==> src/fdss_pkg.sv <==
`default_nettype none
package fdss_pkg;

  typedef enum logic [2:0] {
    OP_CLEAR = 3'd0,
    OP_PUSH  = 3'd1,
    OP_OPEN  = 3'd2,
    OP_CLOSE = 3'd3,
    OP_SORT  = 3'd4,
    OP_NOP   = 3'd5
  } op_t;

  typedef struct packed {
    op_t         op;
    logic [15:0] handle;
    logic [31:0] key;
  } cmd_t;

  typedef enum logic [2:0] {
    S_IDLE,
    S_EXEC,
    S_SCAN,
    S_DRAIN,
    S_EMIT
  } state_t;

  localparam logic [1:0] KIND_ACK   = 2'd0;
  localparam logic [1:0] KIND_ENTRY = 2'd1;
  localparam logic [1:0] KIND_EMPTY = 2'd2;

  localparam logic [1:0] ST_OK         = 2'd0;
  localparam logic [1:0] ST_LIST_FULL  = 2'd1;
  localparam logic [1:0] ST_STACK_FULL = 2'd2;
  localparam logic [1:0] ST_NO_FRAME   = 2'd3;

endpackage
`default_nettype wire

==> src/fdss_front.sv <==
`default_nettype none
module fdss_front (
  input  wire logic            clk,
  input  wire logic            rst_n,
  input  wire logic            in_tvalid,
  output logic                 in_tready,
  input  wire logic [55:0]     in_tdata,
  output logic                 cmd_valid,
  input  wire logic            cmd_ready,
  output fdss_pkg::cmd_t       cmd
);

  fdss_pkg::cmd_t q_r [2];
  logic           wp_r, rp_r;
  logic [1:0]     cnt_r;
  fdss_pkg::cmd_t dec;
  logic           push, pop;

  // unused opcodes become no-ops here
  always_comb begin
    dec.op     = (in_tdata[2:0] <= 3'(fdss_pkg::OP_SORT)) ?
                 fdss_pkg::op_t'(in_tdata[2:0]) : fdss_pkg::OP_NOP;
    dec.handle = in_tdata[18:3];
    dec.key    = in_tdata[50:19];
  end

  assign in_tready = (cnt_r != 2'd2);
  assign cmd_valid = (cnt_r != 2'd0);
  assign cmd       = q_r[rp_r];
  assign push      = in_tvalid && in_tready;
  assign pop       = cmd_valid && cmd_ready;

  always_ff @(posedge clk) begin
    if (push) begin
      q_r[wp_r] <= dec;
    end
  end

  always_ff @(posedge clk) begin
    if (!rst_n) begin
      wp_r  <= 1'b0;
      rp_r  <= 1'b0;
      cnt_r <= 2'd0;
    end else begin
      if (push) wp_r <= ~wp_r;
      if (pop)  rp_r <= ~rp_r;
      cnt_r <= cnt_r + 2'(push) - 2'(pop);
    end
  end

endmodule
`default_nettype wire

==> src/fdss_back.sv <==
`default_nettype none
module fdss_back #(
  parameter int MAX_ENTRIES = 64,
  parameter int MAX_FRAMES  = 16,
  parameter int KEY_BITS    = 32
) (
  input  wire logic           clk,
  input  wire logic           rst_n,
  input  wire logic           tie_reverse,
  input  wire logic           cmd_valid,
  output logic                cmd_ready,
  input  wire fdss_pkg::cmd_t cmd,
  output logic                out_tvalid,
  input  wire logic           out_tready,
  output logic [55:0]         out_tdata,
  output logic [1:0]          out_tuser,
  output logic                out_tlast
);

  localparam int IDX_W = $clog2(MAX_ENTRIES);
  localparam int CNT_W = $clog2(MAX_ENTRIES + 1);
  localparam int FD_W  = $clog2(MAX_FRAMES + 1);
  localparam int FI_W  = (MAX_FRAMES > 1) ? $clog2(MAX_FRAMES) : 1;
  localparam int SK_W  = (KEY_BITS < 32) ? KEY_BITS : 32;
  localparam int ME_W  = 16 + SK_W;

  fdss_pkg::state_t state_r, state_nxt;

  logic [ME_W-1:0]  mem [MAX_ENTRIES];
  logic [ME_W-1:0]  mem_q;
  logic [CNT_W-1:0] cnt_r;
  logic [FD_W-1:0]  depth_r;
  logic [CNT_W-1:0] marks_r [MAX_FRAMES];

  logic [1:0]       res_kind_r, res_status_r;
  logic [IDX_W-1:0] first_r, scan_r, cmp_idx_r;
  logic [CNT_W-1:0] n_r, emit_r;
  logic             cmp_vld_r;
  logic [15:0]      best_handle_r;
  logic [SK_W-1:0]  best_key_r, prev_key_r;
  logic [IDX_W-1:0] best_idx_r, prev_idx_r;
  logic             best_vld_r, prev_vld_r;

  logic             out_vld_r, out_last_r;
  logic [15:0]      out_handle_r;
  logic [31:0]      out_key_r;
  logic [1:0]       out_kind_r, out_status_r;

  logic [CNT_W-1:0] top_mark, first_raw, first_c, n_c;
  logic [IDX_W-1:0] end_idx;
  logic [SK_W-1:0]  key_c;
  logic             eligible, better, emit_last, out_free, out_ld, take;

  assign top_mark  = marks_r[FI_W'(depth_r - 1'b1)];
  assign first_raw = (depth_r != '0) ? top_mark : '0;
  assign first_c   = (first_raw > cnt_r) ? cnt_r : first_raw;
  assign n_c       = cnt_r - first_c;
  assign end_idx   = IDX_W'(cnt_r - 1'b1);
  assign key_c     = mem_q[SK_W-1:0];
  assign emit_last = (CNT_W'(emit_r + 1'b1) == n_r);

  // strictly after the previous pick in (key desc, tie order by index) order
  assign eligible = !prev_vld_r || (key_c < prev_key_r) ||
                    ((key_c == prev_key_r) &&
                     (tie_reverse ? (cmp_idx_r < prev_idx_r) : (cmp_idx_r > prev_idx_r)));
  assign better   = !best_vld_r || (key_c > best_key_r) ||
                    ((key_c == best_key_r) &&
                     (tie_reverse ? (cmp_idx_r > best_idx_r) : (cmp_idx_r < best_idx_r)));

  always_comb begin
    state_nxt = state_r;
    unique case (state_r)
      fdss_pkg::S_IDLE: begin
        if (cmd_valid) begin
          state_nxt = (cmd.op == fdss_pkg::OP_SORT && n_c != '0) ?
                      fdss_pkg::S_SCAN : fdss_pkg::S_EXEC;
        end
      end
      fdss_pkg::S_EXEC:  if (out_free) state_nxt = fdss_pkg::S_IDLE;
      fdss_pkg::S_SCAN:  if (scan_r == end_idx) state_nxt = fdss_pkg::S_DRAIN;
      fdss_pkg::S_DRAIN: state_nxt = fdss_pkg::S_EMIT;
      fdss_pkg::S_EMIT: begin
        if (out_free) state_nxt = emit_last ? fdss_pkg::S_IDLE : fdss_pkg::S_SCAN;
      end
      default: state_nxt = fdss_pkg::S_IDLE;
    endcase
  end

  always_comb begin
    out_free  = !out_vld_r || out_tready;
    cmd_ready = (state_r == fdss_pkg::S_IDLE);
    take      = cmd_ready && cmd_valid;
    out_ld    = out_free &&
                (state_r == fdss_pkg::S_EXEC || state_r == fdss_pkg::S_EMIT);
  end

  always_ff @(posedge clk) begin
    if (take && cmd.op == fdss_pkg::OP_PUSH && cnt_r < CNT_W'(MAX_ENTRIES)) begin
      mem[cnt_r[IDX_W-1:0]] <= {cmd.handle, cmd.key[SK_W-1:0]};
    end
    if (state_r == fdss_pkg::S_SCAN) begin
      mem_q <= mem[scan_r];
    end
  end

  always_ff @(posedge clk) begin
    if (take && cmd.op == fdss_pkg::OP_OPEN && depth_r < FD_W'(MAX_FRAMES)) begin
      marks_r[depth_r[FI_W-1:0]] <= cnt_r;
    end
  end

  always_ff @(posedge clk) begin
    if (!rst_n) begin
      state_r   <= fdss_pkg::S_IDLE;
      cnt_r     <= '0;
      depth_r   <= '0;
      cmp_vld_r <= 1'b0;
      out_vld_r <= 1'b0;
    end else begin
      state_r   <= state_nxt;
      cmp_vld_r <= (state_r == fdss_pkg::S_SCAN);
      if (out_ld) out_vld_r <= 1'b1;
      else if (out_tready) out_vld_r <= 1'b0;
      if (take) begin
        unique case (cmd.op)
          fdss_pkg::OP_CLEAR: begin
            cnt_r   <= '0;
            depth_r <= '0;
          end
          fdss_pkg::OP_PUSH: if (cnt_r < CNT_W'(MAX_ENTRIES)) cnt_r <= cnt_r + 1'b1;
          fdss_pkg::OP_OPEN: if (depth_r < FD_W'(MAX_FRAMES)) depth_r <= depth_r + 1'b1;
          fdss_pkg::OP_CLOSE: begin
            if (depth_r != '0) begin
              depth_r <= depth_r - 1'b1;
              if (top_mark < cnt_r) cnt_r <= top_mark;
            end
          end
          default: ;
        endcase
      end
    end
  end

  always_ff @(posedge clk) begin
    if (take) begin
      res_kind_r   <= (cmd.op == fdss_pkg::OP_SORT) ? fdss_pkg::KIND_EMPTY
                                                    : fdss_pkg::KIND_ACK;
      if (cmd.op == fdss_pkg::OP_PUSH && cnt_r >= CNT_W'(MAX_ENTRIES))
        res_status_r <= fdss_pkg::ST_LIST_FULL;
      else if (cmd.op == fdss_pkg::OP_OPEN && depth_r >= FD_W'(MAX_FRAMES))
        res_status_r <= fdss_pkg::ST_STACK_FULL;
      else if (cmd.op == fdss_pkg::OP_CLOSE && depth_r == '0)
        res_status_r <= fdss_pkg::ST_NO_FRAME;
      else
        res_status_r <= fdss_pkg::ST_OK;
      first_r    <= IDX_W'(first_c);
      scan_r     <= IDX_W'(first_c);
      n_r        <= n_c;
      emit_r     <= '0;
      best_vld_r <= 1'b0;
      prev_vld_r <= 1'b0;
    end
    if (state_r == fdss_pkg::S_SCAN) begin
      cmp_idx_r <= scan_r;
      if (scan_r != end_idx) scan_r <= scan_r + 1'b1;
    end
    if (cmp_vld_r && eligible && better) begin
      best_vld_r    <= 1'b1;
      best_handle_r <= mem_q[ME_W-1:SK_W];
      best_key_r    <= key_c;
      best_idx_r    <= cmp_idx_r;
    end
    if (out_ld && state_r == fdss_pkg::S_EMIT) begin
      prev_vld_r <= 1'b1;
      prev_key_r <= best_key_r;
      prev_idx_r <= best_idx_r;
      best_vld_r <= 1'b0;
      emit_r     <= emit_r + 1'b1;
      scan_r     <= first_r;
    end
    if (out_ld) begin
      if (state_r == fdss_pkg::S_EMIT) begin
        out_handle_r <= best_handle_r;
        out_key_r    <= 32'(best_key_r);
        out_kind_r   <= fdss_pkg::KIND_ENTRY;
        out_status_r <= fdss_pkg::ST_OK;
        out_last_r   <= emit_last;
      end else begin
        out_handle_r <= '0;
        out_key_r    <= '0;
        out_kind_r   <= res_kind_r;
        out_status_r <= res_status_r;
        out_last_r   <= 1'b1;
      end
    end
  end

  assign out_tvalid = out_vld_r;
  assign out_tdata  = {6'd0, out_status_r, out_key_r, out_handle_r};
  assign out_tuser  = out_kind_r;
  assign out_tlast  = out_last_r;

endmodule
`default_nettype wire

==> src/framed_stable_depth_sorter.sv <==
// Depth sorter for a framed entry list. Each input request is one operation
// (clear, push, open frame, close frame, sort); a two-deep command queue lets
// the input side run ahead of execution. Clear, push, open, close and unused
// opcodes give one acknowledgement each. A sort of n entries in the current
// frame emits n results, farthest key first, stable on ties unless tie_reverse
// is set; each result comes from one full pass over the frame through the
// single registered read port of the entry memory, and input is held off
// (once the queue fills) until the sort ends.
// The tie order register may be written only while the block is idle.
`default_nettype none
module framed_stable_depth_sorter #(
  parameter int MAX_ENTRIES = 64,
  parameter int MAX_FRAMES  = 16,
  parameter int KEY_BITS    = 32
) (
  input  wire logic        clk,
  input  wire logic        rst_n,
  input  wire logic        in_tvalid,
  output logic             in_tready,
  input  wire logic [55:0] in_tdata,   // opcode[2:0], sprite_handle[18:3], distance_key[50:19]
  output logic             out_tvalid,
  input  wire logic        out_tready,
  output logic [55:0]      out_tdata,  // out_handle[15:0], out_key[47:16], status[49:48]
  output logic [1:0]       out_tuser,  // kind[1:0]
  output logic             out_tlast,
  input  wire logic        cfg_valid,
  output logic             cfg_ready,
  input  wire logic        cfg_data    // tie_reverse
);

  logic           tie_reverse_r;
  logic           cmd_valid, cmd_ready;
  fdss_pkg::cmd_t cmd;

  assign cfg_ready = 1'b1;

  always_ff @(posedge clk) begin
    if (!rst_n) begin
      tie_reverse_r <= 1'b0;
    end else if (cfg_valid && cfg_ready) begin
      tie_reverse_r <= cfg_data;
    end
  end

  fdss_front u_front (
    .clk       (clk),
    .rst_n     (rst_n),
    .in_tvalid (in_tvalid),
    .in_tready (in_tready),
    .in_tdata  (in_tdata),
    .cmd_valid (cmd_valid),
    .cmd_ready (cmd_ready),
    .cmd       (cmd)
  );

  fdss_back #(
    .MAX_ENTRIES (MAX_ENTRIES),
    .MAX_FRAMES  (MAX_FRAMES),
    .KEY_BITS    (KEY_BITS)
  ) u_back (
    .clk         (clk),
    .rst_n       (rst_n),
    .tie_reverse (tie_reverse_r),
    .cmd_valid   (cmd_valid),
    .cmd_ready   (cmd_ready),
    .cmd         (cmd),
    .out_tvalid  (out_tvalid),
    .out_tready  (out_tready),
    .out_tdata   (out_tdata),
    .out_tuser   (out_tuser),
    .out_tlast   (out_tlast)
  );

  // queue only fills by taking a request
  a_fill: assert property (@(posedge clk) disable iff (!rst_n)
    $fell(in_tready) |-> $past(in_tvalid))
    else $error("input queue filled without a request");

  a_empty_last: assert property (@(posedge clk) disable iff (!rst_n)
    out_tvalid && out_tuser == fdss_pkg::KIND_EMPTY |-> out_tlast)
    else $error("empty sort result not marked last");

  a_status: assert property (@(posedge clk) disable iff (!rst_n)
    out_tvalid && out_tuser != fdss_pkg::KIND_ACK |-> out_tdata[49:48] == fdss_pkg::ST_OK)
    else $error("status set on a sort result");

  a_ack_zero: assert property (@(posedge clk) disable iff (!rst_n)
    out_tvalid && out_tuser == fdss_pkg::KIND_ACK |-> out_tdata[47:0] == '0 && out_tlast)
    else $error("acknowledgement carries data");

endmodule
`default_nettype wire
==> config.mk <==
export PLATFORM = sky130hd
export DESIGN_NAME = framed_stable_depth_sorter
export DESIGN_NICKNAME = d
export VERILOG_FILES = /design/src/fdss_pkg.sv /design/src/fdss_front.sv /design/src/fdss_back.sv /design/src/framed_stable_depth_sorter.sv
export SDC_FILE = /design/constraint.sdc
export NUM_CORES = 2
export LEC_CHECK = 0
export BUFFER_PORTS_ARGS = -buffer_cell sky130_fd_sc_hd__buf_2
export CORE_ASPECT_RATIO = 2
export CORE_MARGIN = 8
export CORE_UTILIZATION = 37
export DETAILED_ROUTE_END_ITERATION = 6
export PLACE_DENSITY = 0.56
export SLEW_MARGIN = 20
export SYNTH_ARGS = -nofsm -noshare
export SYNTH_HDL_FRONTEND = slang
export SYNTH_SLANG_ARGS = --single-unit
export TNS_END_PERCENT = 50
==> constraint.sdc <==
create_clock -name clk -period 7.2 [get_ports clk]
set_input_delay 1.8 -clock clk [delete_from_list [all_inputs] [get_ports clk]]
set_output_delay 1.8 -clock clk [all_outputs]
set_load 0.01 [all_outputs]
### Word-level counts from Yosys, hierarchy flattened

Memories as Yosys holds them, arrays and structs flattened. A register that Yosys moved wholly into a read port is not among the register bits.
Cells that the tools add are included.

* register bits: 205
* bits in writable memories: 3286
* input bits: 62
* output and inout bits: 62
* word-level logic and storage cells: 156
* memories kept: 3

Memory list
* u_back.mem: words 64, width 48, rd ports 1, clocked after Yosys merged registers in 1, wr ports 1, RTL line fdss_back.sv:29 `logic [ME_W-1:0] mem [MAX_ENTRIES];`
* u_back.marks_r: words 16, width 7, rd ports 1, clocked after Yosys merged registers in 0, wr ports 1, RTL line fdss_back.sv:33 `logic [CNT_W-1:0] marks_r [MAX_FRAMES];`
* u_front.q_r: words 2, width 51, rd ports 1, clocked after Yosys merged registers in 1, wr ports 1, RTL line fdss_front.sv:13 `fdss_pkg::cmd_t q_r [2];`

* add/subtract/negate cells: 9
* $lt $le $gt $ge: 13
* equal/unequal tests: 22
* mux-type cells: 40
* bitwise operators: 2
* reductions and logical operators: 39

Operators by type and width (number)
* 32-bit equality test: 2
* 7-bit two-way mux: 7
* 32-bit > comparator: 1
* 32-bit < comparator: 1
* 6-bit two-way mux: 4
* 7-bit case mux with 3 select lines: 1
* 1-bit logical AND: 16
* 3-bit two-way mux: 5
* 3-bit case mux with 5 select lines: 1
* 5-bit case mux with 3 select lines: 1
* 7-bit by 1-bit adder with 7-bit output (second input constant): 2
* 1-bit two-way mux: 14
* 2-bit by 1-bit inequality test with 1-bit output (second input constant): 7
* 3-bit by 2-bit equality test with 1-bit output (second input constant): 4
* 6-bit > comparator: 2
* 6-bit < comparator: 2
* 2-bit two-way mux: 5
* 5-bit two-way mux: 2
* 4-bit AND reduction: 2
* 2-bit nonzero test: 4
* 7-bit equality test: 1
* 7-bit >= comparator (second input constant): 1
* 7-bit > comparator: 1
* 7-bit < comparator: 1
* 25 further kinds: 38

### Longest topological paths before layout

An unclocked memory read counts as a cell.

* depth in word-level cells: 11
* depth in mapped cells: 29

### Modules after synthesis

Synthesis repeated with hierarchy kept, for this count alone.

* cells, all modules: 5739
* area total of the unflattened synthesis: 136359.5 um2

Modules (own cells, without submodules)
* fdss_back: instances 1, cells an instance 5543, area an instance 132333.2 um2, sequential area each 102778.6 um2
* fdss_front: instances 1, cells an instance 191, area an instance 3978.8 um2, sequential area each 3163.0 um2
* framed_stable_depth_sorter: instances 1, cells an instance 5, area an instance 47.5 um2, sequential area each 20.0 um2

### Worst setup path before layout

No wires, ideal clock.

* path kind: reg-to-reg
* from: register with a tool-made name
* to: memory u_back.mem[48][0] (netlist name), enable pin
* arrival time: 6.302 ns
* required time: 6.625 ns
* setup slack: 0.323 ns
* stages on the path, launching flop included: 7
* clock period less this slack: 6.877 ns
* path through: dfxtp_1 buf_2 mux2i_1 o2111ai_1 nor4_1 nand4_1 nor4_1

RTL lines (RTL line)
* end, declared: fdss_back.sv:29

### Worst setup path after layout

* from: register u_back.depth_r[1]
* to: register u_back.state_r[1]

* cells in the longest elaborated chain, start to end: 11
* elaborated cells on any way between the ends: 12
* those cells by class: 2 x add/sub; 1 x order compare; 5 x mux; 3 x reduce/logical; 1 x memory

Ends and longest elaborated chain
* start, declared: RTL line fdss_back.sv:32 `logic [FD_W-1:0] depth_r;`
* start signal, assigned: RTL line fdss_back.sv:131 `fdss_pkg::OP_OPEN: if (depth_r < FD_W'(MAX_FRAMES)) depth_r <= depth_r + 1'b1;`
* start signal, assigned: RTL line fdss_back.sv:134 `depth_r <= depth_r - 1'b1;`
* 5-bit by 1-bit subtractor with 5-bit output: RTL line fdss_back.sv:54 `assign top_mark = marks_r[FI_W'(depth_r - 1'b1)];`
* memory 16 x 7 bit
* 7-bit two-way mux (*): RTL line fdss_back.sv:55 `assign first_raw = (depth_r != '0) ? top_mark : '0;`
* 7-bit > comparator: RTL line fdss_back.sv:56 `assign first_c = (first_raw > cnt_r) ? cnt_r : first_raw;`
* 7-bit two-way mux (*): RTL line fdss_back.sv:56
* net u_back.first_c[0]: RTL line fdss_back.sv:49 `logic [CNT_W-1:0] top_mark, first_raw, first_c, n_c;`
* 7-bit subtractor (*): RTL line fdss_back.sv:57 `assign n_c = cnt_r - first_c;`
* net u_back.n_c[4]: RTL line fdss_back.sv:49
* 7-bit nonzero test (*): RTL line fdss_back.sv:75 `state_nxt = (cmd.op == fdss_pkg::OP_SORT && n_c != '0) ?`
* 1-bit logical AND (*): RTL line fdss_back.sv:75
* 2-bit two-way mux (*): RTL line fdss_back.sv:75
* 3-bit two-way mux (*): RTL line fdss_back.sv:74 `if (cmd_valid) begin`
* 3-bit case mux with 5 select lines (*): RTL line fdss_back.sv:72 `unique case (state_r)`
* end signal, assigned: RTL line fdss_back.sv:114 `state_r <= fdss_pkg::S_IDLE;`
* end signal, assigned: RTL line fdss_back.sv:120 `state_r <= state_nxt;`
* end, declared: RTL line fdss_back.sv:27 `fdss_pkg::state_t state_r, state_nxt;`

The timed path passes the listed nets; every way through them passes the cells marked *. The select of a mux whose other input is x is not followed.
A chain may end at the register's enable or synchronous reset.

==> flow_metrics.tcl <==
set metrics [dict create \
    outcome "complete, no violations" \
    syn_area_um2 136000 \
    layout-drive-gt1-share_pct 30.9 \
    fraction_of_post_synthesis_cell_area_in_the_top_cell_type_by_area_pct 77.2 \
    synth_fa_ha_area_share_pct 0.996 \
    rsz0062_at_grt "no" \
    post_synth_mux_area_share_pct 17.8 \
    synth-async-reset-ratio_pct 0 \
    worstPathMaxFanout 29 \
    detail_route.drc_violations 0 \
    cts_repair_resize_count 0 \
    dpl.hpwl_mm 212 \
    cts_made_buffers 310 \
    cell_internal_pwr_w 0.0405 \
    synth_edf_count 3508 \
    timing.setup.critical_path_class "reg2reg" \
    vias_per_cell 5.47 \
    synth_compound_gate_area_share_pct 0.751 \
    track_usage_pct 18.0 \
    power_w 0.0568 \
    numClockSinks 3539 \
    synth_sequential_area_ratio_pct 77.7 \
    power_frac_seq_pct 44.8 \
    grt_first_pass_wirelength_mm 503 \
    coreArea_um2 367000 \
    worstPathCellList "inv_1 -> ha_1 -> buf_4 -> mux4_2 -> mux4_2 -> and2_4 -> ha_1 -> a211oi_1 -> nor2_1 -> nor3_1 -> nor2_2 -> o21ai_0 -> ha_1 -> inv_1 -> fa_1 -> a211oi_1 -> nor2_1 -> xor2_1 -> or4b_2 -> o21ai_1 -> a31oi_1" \
    layout_worst_path_cycle_share_pct 83.8 \
    p_switching_w 0.0163 \
    ffs_latches_synth 3539 \
    first_pass_iteration_count_of_the_detailed_router 5 \
    r2r.worst_path.cells 21 \
    slew_headroom_pct 22.0 \
    finalCriticalPeriod_ns 6.03 \
    floorplan.initialDensity_pct 37.1 \
    h-tree-depth 5 \
    synth.cells.most_frequent "edfxtp_1 (3508), mux4_2 (1032), clkbuf_1 (144)" \
    synth.area.top_cells "edfxtp_1 (77%), mux4_2 (17%), ha_1 (0.98%), mux2_2 (0.47%), dfxtp_1 (0.46%)" \
    crit_slowest_cell "or4b_2" \
    slew_worst_pin_ns 1.17 \
    power.share.clock_pct 29.5 \
    postLayoutCellArea_um2 155000 \
    highest_cell_delay_on_the_worst_timing_path_ns 0.65 \
    placementRows 315 \
    swShare_pct 28.6 \
    finalHoldWorstSlack_ns 0.425 \
    timing.critical_path.required_ns 7.95 \
    timing.critical_path.from_type "register" \
    final.setup_skew_ns 0.0431 \
    yosys_most_used_dff "edfxtp_1" \
    cts.clk_slew.worst_paths_ns 0.06 \
    cts_tree "done" \
    clock_path_buffers 4 \
    fillerInstances 31560 \
    routed_wire_length_per_instance_um 31.9 \
    synth-xor-area-share_pct 0.205 \
    detail_route.iter0.violations 5467 \
    comb_power_share_pct 25.7 \
    synthCells 5692 \
    synthesis.yosys.warnings 0 \
    synth_most_common_cell "edfxtp_1" \
    report.final.setup_viol 0 \
    dominant_cell_type_by_area_after_synthesis "edfxtp_1" \
    synth_top_family_by_area "multiplexers" \
    power_leakage_nw 47.0 \
    p_per_area_nw_per_um2 367 \
    totalNegativeSetupSlack_ns 0 \
    detailed_place.area_um2 145000 \
    clock_insertion_delay_worst_skew_ns 0.92 \
    critical_path_capture_point "u_back.state_r[1]" \
    r2r_slack_ns 1.17 \
    die_y_um 875 \
    detail_route.wirelength_mm 358 \
    post_synth.cell_area_avg_um2 24.0 \
    final_core_utilization_pct 42.1 \
    drv_slew 0 \
    place_congestion 0.794 \
    vias_in_the_first_global_route 65391 \
    num_io_pins 124 \
    crit_path_end_kind "register" \
    final_hold_viol_count 0 \
    postCtsSetupBuffers 0 \
    via_count 61339 \
    rr_endpoint "u_back.state_r[1]" \
    worst_setup_path_startpoint "u_back.depth_r[1]" \
    path_common_cell "ha_1" \
    r2r_start "u_back.depth_r[1]" \
    number_of_distinct_library_cells_after_synthesis 75 \
    worstHoldPathType "reg2reg" \
    port-buffer-count 111 \
    hold_buffers 0 \
    grt.overflow.total 0 \
    grt_max_degree 132 \
    max_freq_mhz 166 \
    grt_antenna_before_repair 40 \
    die-area_um2 389000 \
    max-vdd-ir-drop_uv 346 \
    ant_nets 0 \
    die_width_um 445 \
    worst_ep_arrival_time_ns 6.78 \
    cts_root_buf "clkbuf_16" \
    fin_nets 6218 \
    drv.max_cap_violation_count 0 \
    syn_to_final_growth_pct 13.5 \
    synth_simple_gate_area_share_pct 1.30 \
]
-- area by class of cell --
class / instances / area [um^2] / area share, %
flip-flops and latches: 3539 / 106000 / 68.5
multi-input cells: 1778 / 29400 / 19.0
clock buffers: 362 / 8130 / 5.25
well taps: 4913 / 6150 / 3.97
repair buffers: 320 / 2900 / 1.88
clock inverters: 190 / 1830 / 1.18
inverters: 99 / 373 / 0.241
diodes: 14 / 35.0 / 0.0226
-- flip-flops by register name (all words and copies together), names as in the netlist, 16 cells and up, named ones only --
register / count
u_back.best_handle_r: 16
u_back.best_key_r: 32
u_back.marks_r: 112
u_back.mem: 3072
u_back.mem_q: 48
u_back.out_handle_r: 16
u_back.out_key_r: 32
u_back.prev_key_r: 32
u_front.q_r: 102
-- cells by family after synthesis --
| logic type | Yosys count |
|---|---|
| flip-flops | 3539 |
| XOR/XNOR | 31 |
| multiplexers | 1113 |
| other | 2 |
| buffers and inverters | 380 |
| adder cells (fa/ha/maj) | 108 |
| AO/OA/AOI/OAI | 160 |
| AND/OR/NAND/NOR | 359 |
-- power groups by stage --
| stage | Sequential (W) | Combinational (W) | Clock [W] |
|---|---|---|---|
| 6_report | 0.0255 | 0.0146 | 0.0168 |
| 5_1_grt | 0.0255 | 0.0155 | 0.0178 |
| 4_1_cts | 0.0256 | 0.0149 | 0.0172 |
| 3_5_place_dp | 0.0260 | 0.0148 | 0 |
| 3_3_place_gp | 0.0260 | 0.0146 | 0 |
| 2_1_floorplan | 0.0256 | 0.00995 | 0 |
-- metal layers --
layer / routed length [um] / global-route usage, % / up-vias
li1: - / - / 25042
met1: 127000 / 20.7 / 34037
met2: 203000 / 34.9 / 1752
met3: 17200 / 2.34 / 482
met4: 10400 / 5.08 / 26
met5: 172 / 0 / -
-- worst min path at each step --
stage | start | end | cells after the start
global placement | u_back.mem_q[45] | u_back.best_handle_r[13] | 0
floorplan | u_back.mem_q[32] | u_back.best_handle_r[0] | 0
global route | u_back.mem_q[45] | u_back.best_handle_r[13] | 0
CTS | u_back.mem_q[45] | u_back.best_handle_r[13] | 0
finish | u_back.mem_q[45] | u_back.best_handle_r[13] | 0
detailed placement | u_back.mem_q[45] | u_back.best_handle_r[13] | 0
-- cells in the final DEF (no fill, tap or decap), drive strengths merged, types with 11 or more instances in the layout --
master    synthesis  routed
nand2            53      53
and3             14      14
nand3            29      29
bufinv            0      30
dfxtp            31      31
nor2b            12      12
nand2b           11      11
xnor2            21      21
nand4            30      30
mux4           1039    1039
a21oi            37      37
edfxtp         3508    3508
o21ai            43      43
clkinv            1     132
nor3             50      50
mux2             58      58
clkinvlp          0      17
and2             33      33
ha              107     107
a21o             16      16
clkbuf          145     362
diode             0      14
inv              98     110
nor2            108     108
buf             134     320
mux2i            16      16
-- per-stage QoR --
step | setup WS (ns) | instances
after floorplan | 0.323 | 5697
after global placement | 1.06 | 10643
after detailed placement | 1.21 | 10647
after CTS | 1.18 | 11199
after global routing | 0.675 | 11202
final | 1.17 | 11215
-- critical path, delay by kind of cell, from the launching register on --
| kind | cells | cell delay (ns) |
|---|---|---|
| buf+inv | 3 | 0.58 |
| fa+ha+maj | 4 | 1.23 |
| mux | 2 | 0.94 |
| xor+xnor | 1 | 0.15 |
| simple gates | 6 | 1.42 |
| flops | 1 | 0.47 |
| compound gates | 5 | 1.08 |
(Power assumes the default switching activity.)
